## src/hw/rtl/pls_pkg.sv

```systemverilog
`timescale 1ns / 1ps
`default_nettype none

package pls_pkg;

  localparam int KindW   = 3;
  localparam int PosW    = 5;
  localparam int DataW   = 32;
  localparam int StatusW = 2;
  localparam int LenW    = 5;

  localparam logic [KindW-1:0] KIND_INSERT  = 3'd0;
  localparam logic [KindW-1:0] KIND_REMOVE  = 3'd1;
  localparam logic [KindW-1:0] KIND_READ    = 3'd2;
  localparam logic [KindW-1:0] KIND_REPLACE = 3'd3;
  localparam logic [KindW-1:0] KIND_CLEAR   = 3'd4;

  localparam logic [StatusW-1:0] ST_OK     = 2'd0;
  localparam logic [StatusW-1:0] ST_BADPOS = 2'd1;
  localparam logic [StatusW-1:0] ST_FULL   = 2'd2;

  typedef struct packed {
    logic signed [DataW-1:0] read_value;
    logic [StatusW-1:0]      status;
    logic [LenW-1:0]         list_length;
    logic                    is_empty;
  } result_t;

endpackage

`default_nettype wire

```

## src/hw/rtl/pls_store.sv

```systemverilog
`timescale 1ns / 1ps
`default_nettype none

module pls_store
  import pls_pkg::*;
#(
  parameter int DEPTH = 16,
  parameter int AW    = $clog2(DEPTH)
) (
  input  wire logic                    clk,
  input  wire logic                    rd_en,
  input  wire logic [AW-1:0]           rd_addr,
  output logic signed [DataW-1:0]      rd_data,
  input  wire logic                    wr_en,
  input  wire logic [AW-1:0]           wr_addr,
  input  wire logic signed [DataW-1:0] wr_data
);

  logic signed [DataW-1:0] mem [DEPTH];

  always_ff @(posedge clk) begin
    if (wr_en) begin
      mem[wr_addr] <= wr_data;
    end
  end

  always_ff @(posedge clk) begin
    if (rd_en) begin
      rd_data <= mem[rd_addr];
    end
  end

endmodule

`default_nettype wire

```

## src/hw/rtl/pls_ctrl.sv

```systemverilog
`timescale 1ns / 1ps
`default_nettype none

module pls_ctrl
  import pls_pkg::*;
#(
  parameter int DEPTH = 16,
  parameter int AW    = $clog2(DEPTH),
  parameter int CW    = $clog2(DEPTH + 1)
) (
  input  wire logic                    clk,
  input  wire logic                    rst,
  input  wire logic                    in_valid,
  output logic                         in_stall,
  input  wire logic [KindW-1:0]        kind,
  input  wire logic [PosW-1:0]         position,
  input  wire logic signed [DataW-1:0] value,
  input  wire logic                    out_free,
  output logic                         res_valid,
  output result_t                      res,
  output logic                         rd_en,
  output logic [AW-1:0]                rd_addr,
  input  wire logic signed [DataW-1:0] rd_data,
  output logic                         wr_en,
  output logic [AW-1:0]                wr_addr,
  output logic signed [DataW-1:0]      wr_data
);

  localparam int CMPW = (CW > PosW) ? CW + 1 : PosW + 1;

  localparam logic [2:0] S_IDLE    = 3'd0;
  localparam logic [2:0] S_MOVE_RD = 3'd1;
  localparam logic [2:0] S_MOVE_WR = 3'd2;
  localparam logic [2:0] S_PUT     = 3'd3;
  localparam logic [2:0] S_READ    = 3'd4;
  localparam logic [2:0] S_FINISH  = 3'd5;

  logic [2:0]              state;
  logic [CW-1:0]           count;
  logic [AW-1:0]           idx;
  logic [AW-1:0]           end_idx;
  logic                    dir;       // 0: move toward higher slots (insert)
  logic signed [DataW-1:0] op_val;
  logic [StatusW-1:0]      status_r;
  logic                    rd_ok;

  logic [CMPW-1:0] pos_w;
  logic [CMPW-1:0] cnt_w;
  logic            pos_nz;
  logic            in_list;
  logic            ins_ok;
  logic            full;
  logic [AW-1:0]   tgt;
  logic [AW-1:0]   cnt_a;
  logic [AW-1:0]   cnt_m1;
  logic [AW-1:0]   src;
  logic            accept;

  assign pos_w   = CMPW'(position);
  assign cnt_w   = CMPW'(count);
  assign pos_nz  = (pos_w != '0);
  assign in_list = pos_nz && (pos_w <= cnt_w);
  assign ins_ok  = pos_nz && (pos_w <= cnt_w + CMPW'(1));
  assign full    = (cnt_w == CMPW'(DEPTH));
  assign tgt     = AW'(pos_w - CMPW'(1));
  assign cnt_a   = AW'(cnt_w);
  assign cnt_m1  = AW'(cnt_w - CMPW'(1));

  // shared index unit: next slot in the current shift direction
  assign src = dir ? (idx + AW'(1)) : (idx - AW'(1));

  assign in_stall = (state != S_IDLE);
  assign accept   = in_valid && !in_stall;

  assign rd_en   = (state == S_MOVE_RD) || (state == S_READ);
  assign rd_addr = (state == S_READ) ? end_idx : src;
  assign wr_en   = (state == S_MOVE_WR) || (state == S_PUT);
  assign wr_addr = (state == S_PUT) ? end_idx : idx;
  assign wr_data = (state == S_PUT) ? op_val : rd_data;

  assign res_valid       = (state == S_FINISH);
  assign res.read_value  = rd_ok ? rd_data : '0;
  assign res.status      = status_r;
  assign res.list_length = cnt_w[LenW-1:0];
  assign res.is_empty    = (count == '0);

  always_ff @(posedge clk) begin
    if (rst) begin
      state <= S_IDLE;
      count <= '0;
    end else begin
      case (state)
        S_IDLE: begin
          if (accept) begin
            status_r <= ST_OK;
            rd_ok    <= 1'b0;
            op_val   <= value;
            state    <= S_FINISH;
            case (kind)
              KIND_INSERT: begin
                if (!ins_ok) begin
                  status_r <= ST_BADPOS;
                end else if (full) begin
                  status_r <= ST_FULL;
                end else begin
                  idx     <= cnt_a;
                  end_idx <= tgt;
                  dir     <= 1'b0;
                  count   <= count + CW'(1);
                  state   <= (cnt_a == tgt) ? S_PUT : S_MOVE_RD;
                end
              end
              KIND_REMOVE: begin
                if (!in_list) begin
                  status_r <= ST_BADPOS;
                end else begin
                  idx     <= tgt;
                  end_idx <= cnt_m1;
                  dir     <= 1'b1;
                  count   <= count - CW'(1);
                  state   <= (tgt == cnt_m1) ? S_FINISH : S_MOVE_RD;
                end
              end
              KIND_READ: begin
                if (!in_list) begin
                  status_r <= ST_BADPOS;
                end else begin
                  end_idx <= tgt;
                  rd_ok   <= 1'b1;
                  state   <= S_READ;
                end
              end
              KIND_REPLACE: begin
                if (!in_list) begin
                  status_r <= ST_BADPOS;
                end else begin
                  end_idx <= tgt;
                  state   <= S_PUT;
                end
              end
              KIND_CLEAR: begin
                count <= '0;
              end
              default: begin
                status_r <= ST_BADPOS;
              end
            endcase
          end
        end
        S_MOVE_RD: begin
          state <= S_MOVE_WR;
        end
        S_MOVE_WR: begin
          idx <= src;
          if (src == end_idx) begin
            state <= dir ? S_FINISH : S_PUT;
          end else begin
            state <= S_MOVE_RD;
          end
        end
        S_PUT: begin
          state <= S_FINISH;
        end
        S_READ: begin
          state <= S_FINISH;
        end
        S_FINISH: begin
          if (out_free) begin
            state <= S_IDLE;
          end
        end
        default: begin
          state <= S_IDLE;
        end
      endcase
    end
  end

endmodule

`default_nettype wire

```

## src/hw/rtl/positional_list_store_top.sv

```systemverilog
`timescale 1ns / 1ps
`default_nettype none

// Bounded positional list of up to DEPTH signed 32-bit entries.
// Input channel (in_valid/in_stall): kind, position (1-based), value.
// Output channel (out_valid/out_stall): read_value, status, list_length,
// is_empty; exactly one result transaction per input transaction, in order.
// One request is handled at a time; in_stall is high while the sequencer
// works. Entries are moved one slot at a time, each by a read state and a
// write state, through a single-port read, single-port write store, driven
// by one shared index unit. Insert moves the entries at and after the
// position up from the end, then writes the new value; remove moves the
// later entries down; read and replace do one store access; clear and
// rejected requests go straight to the result. A new request is taken only
// once the sequencer is back in idle.
// The result sits in an output register; the next request is accepted
// while it waits. If the receiver stalls, the following result is held in
// the sequencer and no further request is taken until the register frees.
// Reset (rst, synchronous) empties the list and drops any pending result;
// the entry storage itself is not cleared.
module positional_list_store_top
  import pls_pkg::*;
#(
  parameter int DEPTH = 16
) (
  input  wire logic                    clk,
  input  wire logic                    rst,
  input  wire logic                    in_valid,
  output logic                         in_stall,
  input  wire logic [KindW-1:0]        kind,
  input  wire logic [PosW-1:0]         position,
  input  wire logic signed [DataW-1:0] value,
  output logic                         out_valid,
  input  wire logic                    out_stall,
  output logic signed [DataW-1:0]      read_value,
  output logic [StatusW-1:0]           status,
  output logic [LenW-1:0]              list_length,
  output logic                         is_empty
);

  localparam int AW = $clog2(DEPTH);
  localparam int CW = $clog2(DEPTH + 1);

  logic                    out_free;
  logic                    res_valid;
  result_t                 res;
  logic                    rd_en;
  logic [AW-1:0]           rd_addr;
  logic signed [DataW-1:0] rd_data;
  logic                    wr_en;
  logic [AW-1:0]           wr_addr;
  logic signed [DataW-1:0] wr_data;

  assign out_free = !out_valid || !out_stall;

  pls_ctrl #(
    .DEPTH (DEPTH),
    .AW    (AW),
    .CW    (CW)
  ) u_ctrl (
    .clk       (clk),
    .rst       (rst),
    .in_valid  (in_valid),
    .in_stall  (in_stall),
    .kind      (kind),
    .position  (position),
    .value     (value),
    .out_free  (out_free),
    .res_valid (res_valid),
    .res       (res),
    .rd_en     (rd_en),
    .rd_addr   (rd_addr),
    .rd_data   (rd_data),
    .wr_en     (wr_en),
    .wr_addr   (wr_addr),
    .wr_data   (wr_data)
  );

  pls_store #(
    .DEPTH (DEPTH),
    .AW    (AW)
  ) u_store (
    .clk     (clk),
    .rd_en   (rd_en),
    .rd_addr (rd_addr),
    .rd_data (rd_data),
    .wr_en   (wr_en),
    .wr_addr (wr_addr),
    .wr_data (wr_data)
  );

  always_ff @(posedge clk) begin
    if (rst) begin
      out_valid <= 1'b0;
    end else if (out_free) begin
      out_valid <= res_valid;
    end
  end

  always_ff @(posedge clk) begin
    if (res_valid && out_free) begin
      read_value  <= res.read_value;
      status      <= res.status;
      list_length <= res.list_length;
      is_empty    <= res.is_empty;
    end
  end

endmodule

`default_nettype wire

```

## config.mk

```make
export PLATFORM = sky130hd
export DESIGN_NAME = positional_list_store_top
export DESIGN_NICKNAME = d
export VERILOG_FILES = /design/src/hw/rtl/pls_pkg.sv /design/src/hw/rtl/pls_store.sv /design/src/hw/rtl/pls_ctrl.sv /design/src/hw/rtl/positional_list_store_top.sv
export SDC_FILE = /design/constraint.sdc
export NUM_CORES = 1
export LEC_CHECK = 0
export BUFFER_PORTS_ARGS = -buffer_cell sky130_fd_sc_hd__buf_2
export CORE_MARGIN = 4
export CORE_UTILIZATION = 69
export CTS_BUF_LIST = sky130_fd_sc_hd__clkbuf_2
export DETAILED_ROUTE_END_ITERATION = 10
export PLACE_DENSITY_LB_ADDON = 0.08
export SLEW_MARGIN = 30
export SYNTH_ARGS = -nofsm -noshare
export SYNTH_HDL_FRONTEND = slang
export SYNTH_HIERARCHICAL = 1
export SYNTH_SLANG_ARGS = --single-unit
```

## constraint.sdc

```tcl
create_clock -name clk -period 13.1 [get_ports clk]
set_clock_uncertainty 0.05 [all_clocks]
set_input_delay 1.31 -clock clk [delete_from_list [all_inputs] [get_ports clk]]
set_output_delay 1.31 -clock clk [all_outputs]
set_load 0.01 [all_outputs]
```

# After elaboration in Yosys (flattened, before gate mapping)
# Memory sizes are Yosys's and may differ from the RTL's. A register that Yosys moved wholly into a read port is not among the register bits.
# Index checks and enable logic that the tools add are counted.
# Widths: inputs -> output; s select.
dict set report totals {
  memories 1
  ff_bits 93
  mem_bits_rw 512
}
dict set report op_classes {
  eq_ne 23
  n_bitwise 1
  add_sub_neg 7
  magnitude_cmp 2
  muxes 42
  n_reduce_logical 28
}
# name words width rd rd_ports_with_merged_regs wr line
set mem_list {}
lappend mem_list {u_store.mem 16 32 1 1 1 pls_store.sv:19} ;# logic signed [DataW-1:0] mem [DEPTH];
# op count
set op_table {}
lappend op_table {{$mux 4} 10}
lappend op_table {{$mux 32} 1}
lappend op_table {{$mux 3} 9}
lappend op_table {{$pmux 4 s2} 2}
lappend op_table {{$mux 5} 3}
lappend op_table {{$pmux 3 s5} 1}
lappend op_table {{$pmux 5 s3} 1}
lappend op_table {{$reduce_and 7->1} 2}
lappend op_table {{$eq 3x2->1 const B} 4}
lappend op_table {{$eq 4x4->1} 3}
lappend op_table {{$pmux 3 s4} 1}
lappend op_table {{$pmux 4 s3} 1}
lappend op_table {{$sub 4x1->4 const B} 3}
lappend op_table {{$eq 3x3->1 const B} 3}
lappend op_table {{$reduce_bool 3->1} 3}
lappend op_table {{$mux 1} 8}
lappend op_table {{$ne 2x1->1 const B} 4}
lappend op_table {{$reduce_and 8->1} 1}
lappend op_table {{$add 5x1->6 const B} 1}
lappend op_table {{$eq 3x1->1 const B} 2}
lappend op_table {{$le 5x6->1} 1}
lappend op_table {{$logic_not 3->1} 2}
lappend op_table {{$mux 2} 3}
lappend op_table {{$ne 3x2->1 const B} 2}
lappend op_table {{other kinds (21)} 32}

# Longest topological paths before layout
dict set report depth {
  word_depth 8
  mapped_depth 12
  depth_no_buf 10
}

# By module
# The synthesis kept the hierarchy.
# mod instances cells_each area_per_inst_um2 seq_area_each_um2
set modules_own_cells {}
lappend modules_own_cells {pls_store 1 838 20155.6 16335.7}
lappend modules_own_cells {pls_ctrl 1 339 3570.9 1481.4}
lappend modules_own_cells {positional_list_store_top 1 45 1239.9 1221.2}

# Worst setup path before layout
# No wires, ideal clock.
dict set report synth_timing {
  path_type {flip-flop to flip-flop}
  from {register u_ctrl.state[2]}
  to {memory u_store.mem[0][0], enable pin}
  t_arrival_ps 4110
  required_ps 12589
  synth_period_minus_slack_ps 4621
  path_buffers 2
  setup_time_ps 461
  stages_incl_launch_ff 7
  setup_slack_ps 8479
  cell_sequence {dfxtp_1 -> clkbuf_1 -> nand3b_1 -> clkbuf_1 -> mux2_2 -> or3b_2 -> nor3_1}
}
dict set report synth_between {
  word_cells_on_any_way 6
  cone_classes {eq/ne (2); mux (3); reduce/logical (1)}
}
# item line
set synth_lines {}
lappend synth_lines {{start: declaration} pls_ctrl.sv:38} ;# logic [2:0] state;
lappend synth_lines {{start signal: assignment} pls_ctrl.sv:110} ;# state <= (cnt_a == tgt) ? S_PUT : S_MOVE_RD;
lappend synth_lines {{start signal: assignment} pls_ctrl.sv:121} ;# state <= (tgt == cnt_m1) ? S_FINISH : S_MOVE_RD;
lappend synth_lines {{start signal: assignment} pls_ctrl.sv:156} ;# state <= dir ? S_FINISH : S_PUT;
lappend synth_lines {{$eq 3x2->1} pls_ctrl.sv:78} ;# assign wr_addr = (state == S_PUT) ? end_idx : idx;
lappend synth_lines {{$mux 4} pls_ctrl.sv:78}
lappend synth_lines {{via wr_addr[2]} positional_list_store_top.sv:51} ;# logic [AW-1:0] wr_addr;
lappend synth_lines {{end: declaration} pls_store.sv:19}
# The timed path passes the listed nets, and every way through them passes these cells.

# Worst setup path in the final report
dict set report layout_timing {
  from {register u_ctrl.idx[0]}
  to {register u_store.rd_data[16], read port of u_store.mem, data pin}
}
dict set report layout_between {
  elab_chain_len 3
  word_cells_on_any_way 4
  cone_classes {add/sub (2); mux (2)}
}
# item line
set layout_rtl {}
lappend layout_rtl {{start: declaration} pls_ctrl.sv:40} ;# logic [AW-1:0] idx;
lappend layout_rtl {{start signal: assignment} pls_ctrl.sv:106} ;# idx <= cnt_a;
lappend layout_rtl {{start signal: assignment} pls_ctrl.sv:117} ;# idx <= tgt;
lappend layout_rtl {{start signal: assignment} pls_ctrl.sv:154} ;# idx <= src;
lappend layout_rtl {{$sub 4x1->4 / $add 4x1->4 (equally long branches)} pls_ctrl.sv:70} ;# assign src = dir ? (idx + AW'(1)) : (idx - AW'(1));
lappend layout_rtl {{$mux 4 (*)} pls_ctrl.sv:70}
lappend layout_rtl {{$mux 4 (*)} pls_ctrl.sv:76} ;# assign rd_addr = (state == S_READ) ? end_idx : src;
lappend layout_rtl {{via rd_addr[1]} positional_list_store_top.sv:48} ;# logic [AW-1:0] rd_addr;
lappend layout_rtl {{end: declaration} pls_store.sv:13} ;# output logic signed [DataW-1:0] rd_data,
# Mark *: on every way through the listed nets, which the timed path passes. The rest lies on a longest branch.
# A chain may end at the register's enable or synchronous reset.

==> reports/summary.json <==
{
  "endpoint_required_time_on_the_critical_path_ps": 13820,
  "final_cell_count_no_fill": 2012,
  "min_period_over_period": 0.3265,
  "post_synth_instance_area_mm2": 0.02497,
  "design.die.area_mm2": 0.03929,
  "static_leakage_nw": 9.385,
  "initial_core_util": 0.7002,
  "timing.hold.worst_endpoint": "u_ctrl/op_val[18]",
  "clock_sink_count": 637,
  "most_frequently_used_cell_type_in_the_post_synthesis_netlist": "edfxtp_1",
  "die_width_um": 198.2,
  "worst-path-max-fanout": 72,
  "final_nets": 1498,
  "largest_area_contributor_in_the_netlist": "edfxtp_1",
  "post_synth_main_area_contributors": "edfxtp_1 76%, mux4_2 12%, a22oi_1 1.9%, mux2_2 1.7%, ha_1 1.0%",
  "cts.root.buffer_cell": "clkbuf_2",
  "grt_setup_unrepaired": "false",
  "tritoncts": "done",
  "synthesis.area_per_instance_um2": 20.43,
  "netlist_top_cells_count": "628 x edfxtp_1, 128 x mux4_2, 64 x a22oi_1",
  "final_antenna_net_count": 0,
  "via_count": 12850,
  "netlist-cell-type-count": 53,
  "avgViaCountPerCell": 6.386,
  "multi_input_comb_area_mm2": 0.005757,
  "worst_r2r_path_depth": 8,
  "worstPathArrival_ps": 5000,
  "vias_in_the_first_global_route": 13220,
  "fin_setup_tns_ps": 0,
  "regToRegEndpoint": "u_store/rd_data[16]",
  "dp_cells": 1741,
  "drive_above_1_share": 0.3602,
  "layout_setup_ws_ps": 8823,
  "maxCapViolCount": 0,
  "worst_setup_hold_path_clk_slew_ps": 110,
  "htreeDepth": 4,
  "setup.worst_path.class": "reg -> reg",
  "synthesis.instances": 1222,
  "synth.ff_latch_count": 637,
  "max_freq_ghz": 0.2338,
  "antenna_found_initial": 3,
  "place.gp.congestion": 0.8424,
  "power_per_cell_area_mw_per_mm2": 162.9,
  "sequential_cell_area_mm2": 0.01904,
  "detailedPlacementHpwl_mm": 29.71,
  "hold_class": "in -> reg",
  "worst_hold_startpoint": "value[18]",
  "cts_repair_resize_count": 0,
  "period_needed_ps": 4277,
  "hold_viol": 0,
  "synth-warning-count": 6,
  "synth_enable_flop_cells": 628,
  "worst_setup_path_startpoint": "u_ctrl/idx[0]",
  "post-cts-setup-buffer-count": 0,
  "die_height_um": 198.2,
  "pins_over_their_slew_limit": 0,
  "async_reset_ff_frac": 0,
  "endpoint_kind": "flop",
  "maximum_number_of_pins_on_one_net_before_global_route_repair": 103,
  "placementRows": 69,
  "post-route-drc-count": 0,
  "startpoint_type": "flop",
  "hold-path-cell-count": 1,
  "hold_slack_ps": 374.1,
  "drtPass1Iterations": 5,
  "top_level_ports": 86,
  "final_setup_vio_count": 0,
  "tritoncts.num_buffers": 150,
  "synth.net_count": 1288,
  "coreArea_mm2": 0.03566,
  "dominantRegCellSynth": "edfxtp_1",
  "post_cts_hold_buffer_count": 0,
  "result_of_the_run": "finished, final reports clean",
  "n_fill_cell": 1952,
  "detailedRoute.firstIterationViolations": 1303,
  "gr-total-overflow": 0,
  "vdd_ir_drop_max_uv": 113.2,
  "tightest_slew_ps": 1007,
  "max_slew_margin": 0.3271,
  "timing.rr.start": "u_ctrl/idx[0]",
  "grt_pass1_wl_mm": 78.72,
  "routed_wirelength_mm": 51.72,
  "grt.total_usage": 0.2709,
  "cts_max_path_buffers": 3,
  "ff2ff_setup_slack_ps": 8820,
  "synth_largest_type_area_fraction": 0.7553,
  "detail_route.wl_per_cell_um": 25.70,
  "ys_seq_area_frac": 0.7626,
  "place_ws_ps": 8817,
  "synthToLayoutAreaGrowth_pct": 11.14,
  "io_buffers": 85,
  "clock_insertion_delay_worst_skew_ps": 1050
}
## metal layers
layer  wire [um]  vias to the layer above  track usage
met4         744                        0      0.07677
met5           0                        -            0
met1       21110                     6603       0.4034
met3        4381                       59      0.06126
li1            -                     5522            -
met2       25480                      665       0.4192
## cells by family (layout without fill, tap and decap cells)
kind of cell               count (synthesis)  count (layout)  share of synthesized area
DFF                                      637             637                     0.7626
xor gates and xnor gates                  25              25                   0.008770
other                                      0               2                          0
and+or+nand+nor                          173             173                    0.03518
buffers and inverters                     77             404                    0.01388
AOI/OAI and AO/OA                        115             115                    0.03263
adders and majority gates                 22              22                    0.01163
muxes                                    173             173                     0.1354
## power by group
part	total [mW]	internal, mW	switching (mW)	leakage, nW
combinational	0.745	0.282	0.463	2.56
sequential	2.53	2.49	0.0426	5.76
clock	1.24	0.506	0.737	1.07
## through the flow
| step | power, mW | utilization | instance area (um2) |
|---|---|---|---|
| detailed placement | 3.324 | 0.7399 | 26380 |
| CTS | 4.552 | 0.7780 | 27740 |
| floorplan | 3.072 | - | 24970 |
| global route | 4.748 | 0.7782 | 27750 |
| finish | 4.521 | 0.7782 | 27750 |
| global placement | 3.281 | 0.7301 | 26030 |
## sequential cells by signal (all words and copies together), names as in the netlist, 4 cells and up
name,cells
u_ctrl/count,5
u_ctrl/op_val,32
list_length,5
u_store/rd_data,32
u_store/mem,512
read_value,32
u_ctrl/end_idx,4
u_ctrl/idx,4
## critical path, cell delays in order, from the launching register on
cell      delay (ps)
edfxtp_1         490
inv_1            110
fa_1             570
o21ai_4          620
buf_4            640
buf_6            690
mux4_2           420
a22oi_1          280
nand2_1           90
## placed cells by master (no fill, tap or decap), types with 15 or more instances in the layout
| cell | synthesis | routed |
|---|---|---|
| xnor2_1 | 15 | 15 |
| and2_1 | 36 | 35 |
| edfxtp_1 | 628 | 628 |
| nand2_1 | 57 | 57 |
| a22oi_1 | 64 | 64 |
| ha_1 | 20 | 20 |
| buf_2 | 10 | 85 |
| buf_4 | 10 | 20 |
| mux2_2 | 37 | 37 |
| inv_1 | 15 | 15 |
| mux4_2 | 128 | 128 |
| clkbuf_2 | 0 | 231 |
| clkinv_1 | 0 | 25 |
## worst max path at each step
stage | to | slack, ps | depth (start not counted)
detailed placement | u_store/rd_data[27] | 8820 | 8
global placement | u_store/rd_data[16] | 8650 | 8
floorplan | u_store/mem[0][0] | 8480 | 6
global route | u_store/rd_data[16] | 8630 | 8
finish | u_store/rd_data[16] | 8820 | 8
CTS | u_store/rd_data[27] | 8810 | 8
## cell type report
class,count,area share
clock buffer,231,0.04167
sequential,637,0.6861
clock inverter,38,0.007395
antenna,2,0.0001804
tap,461,0.02079
inverter,15,0.002029
multi-input combinational,508,0.2075
timing repair buffer,120,0.03432
Power figures use the tool's default switching activity.
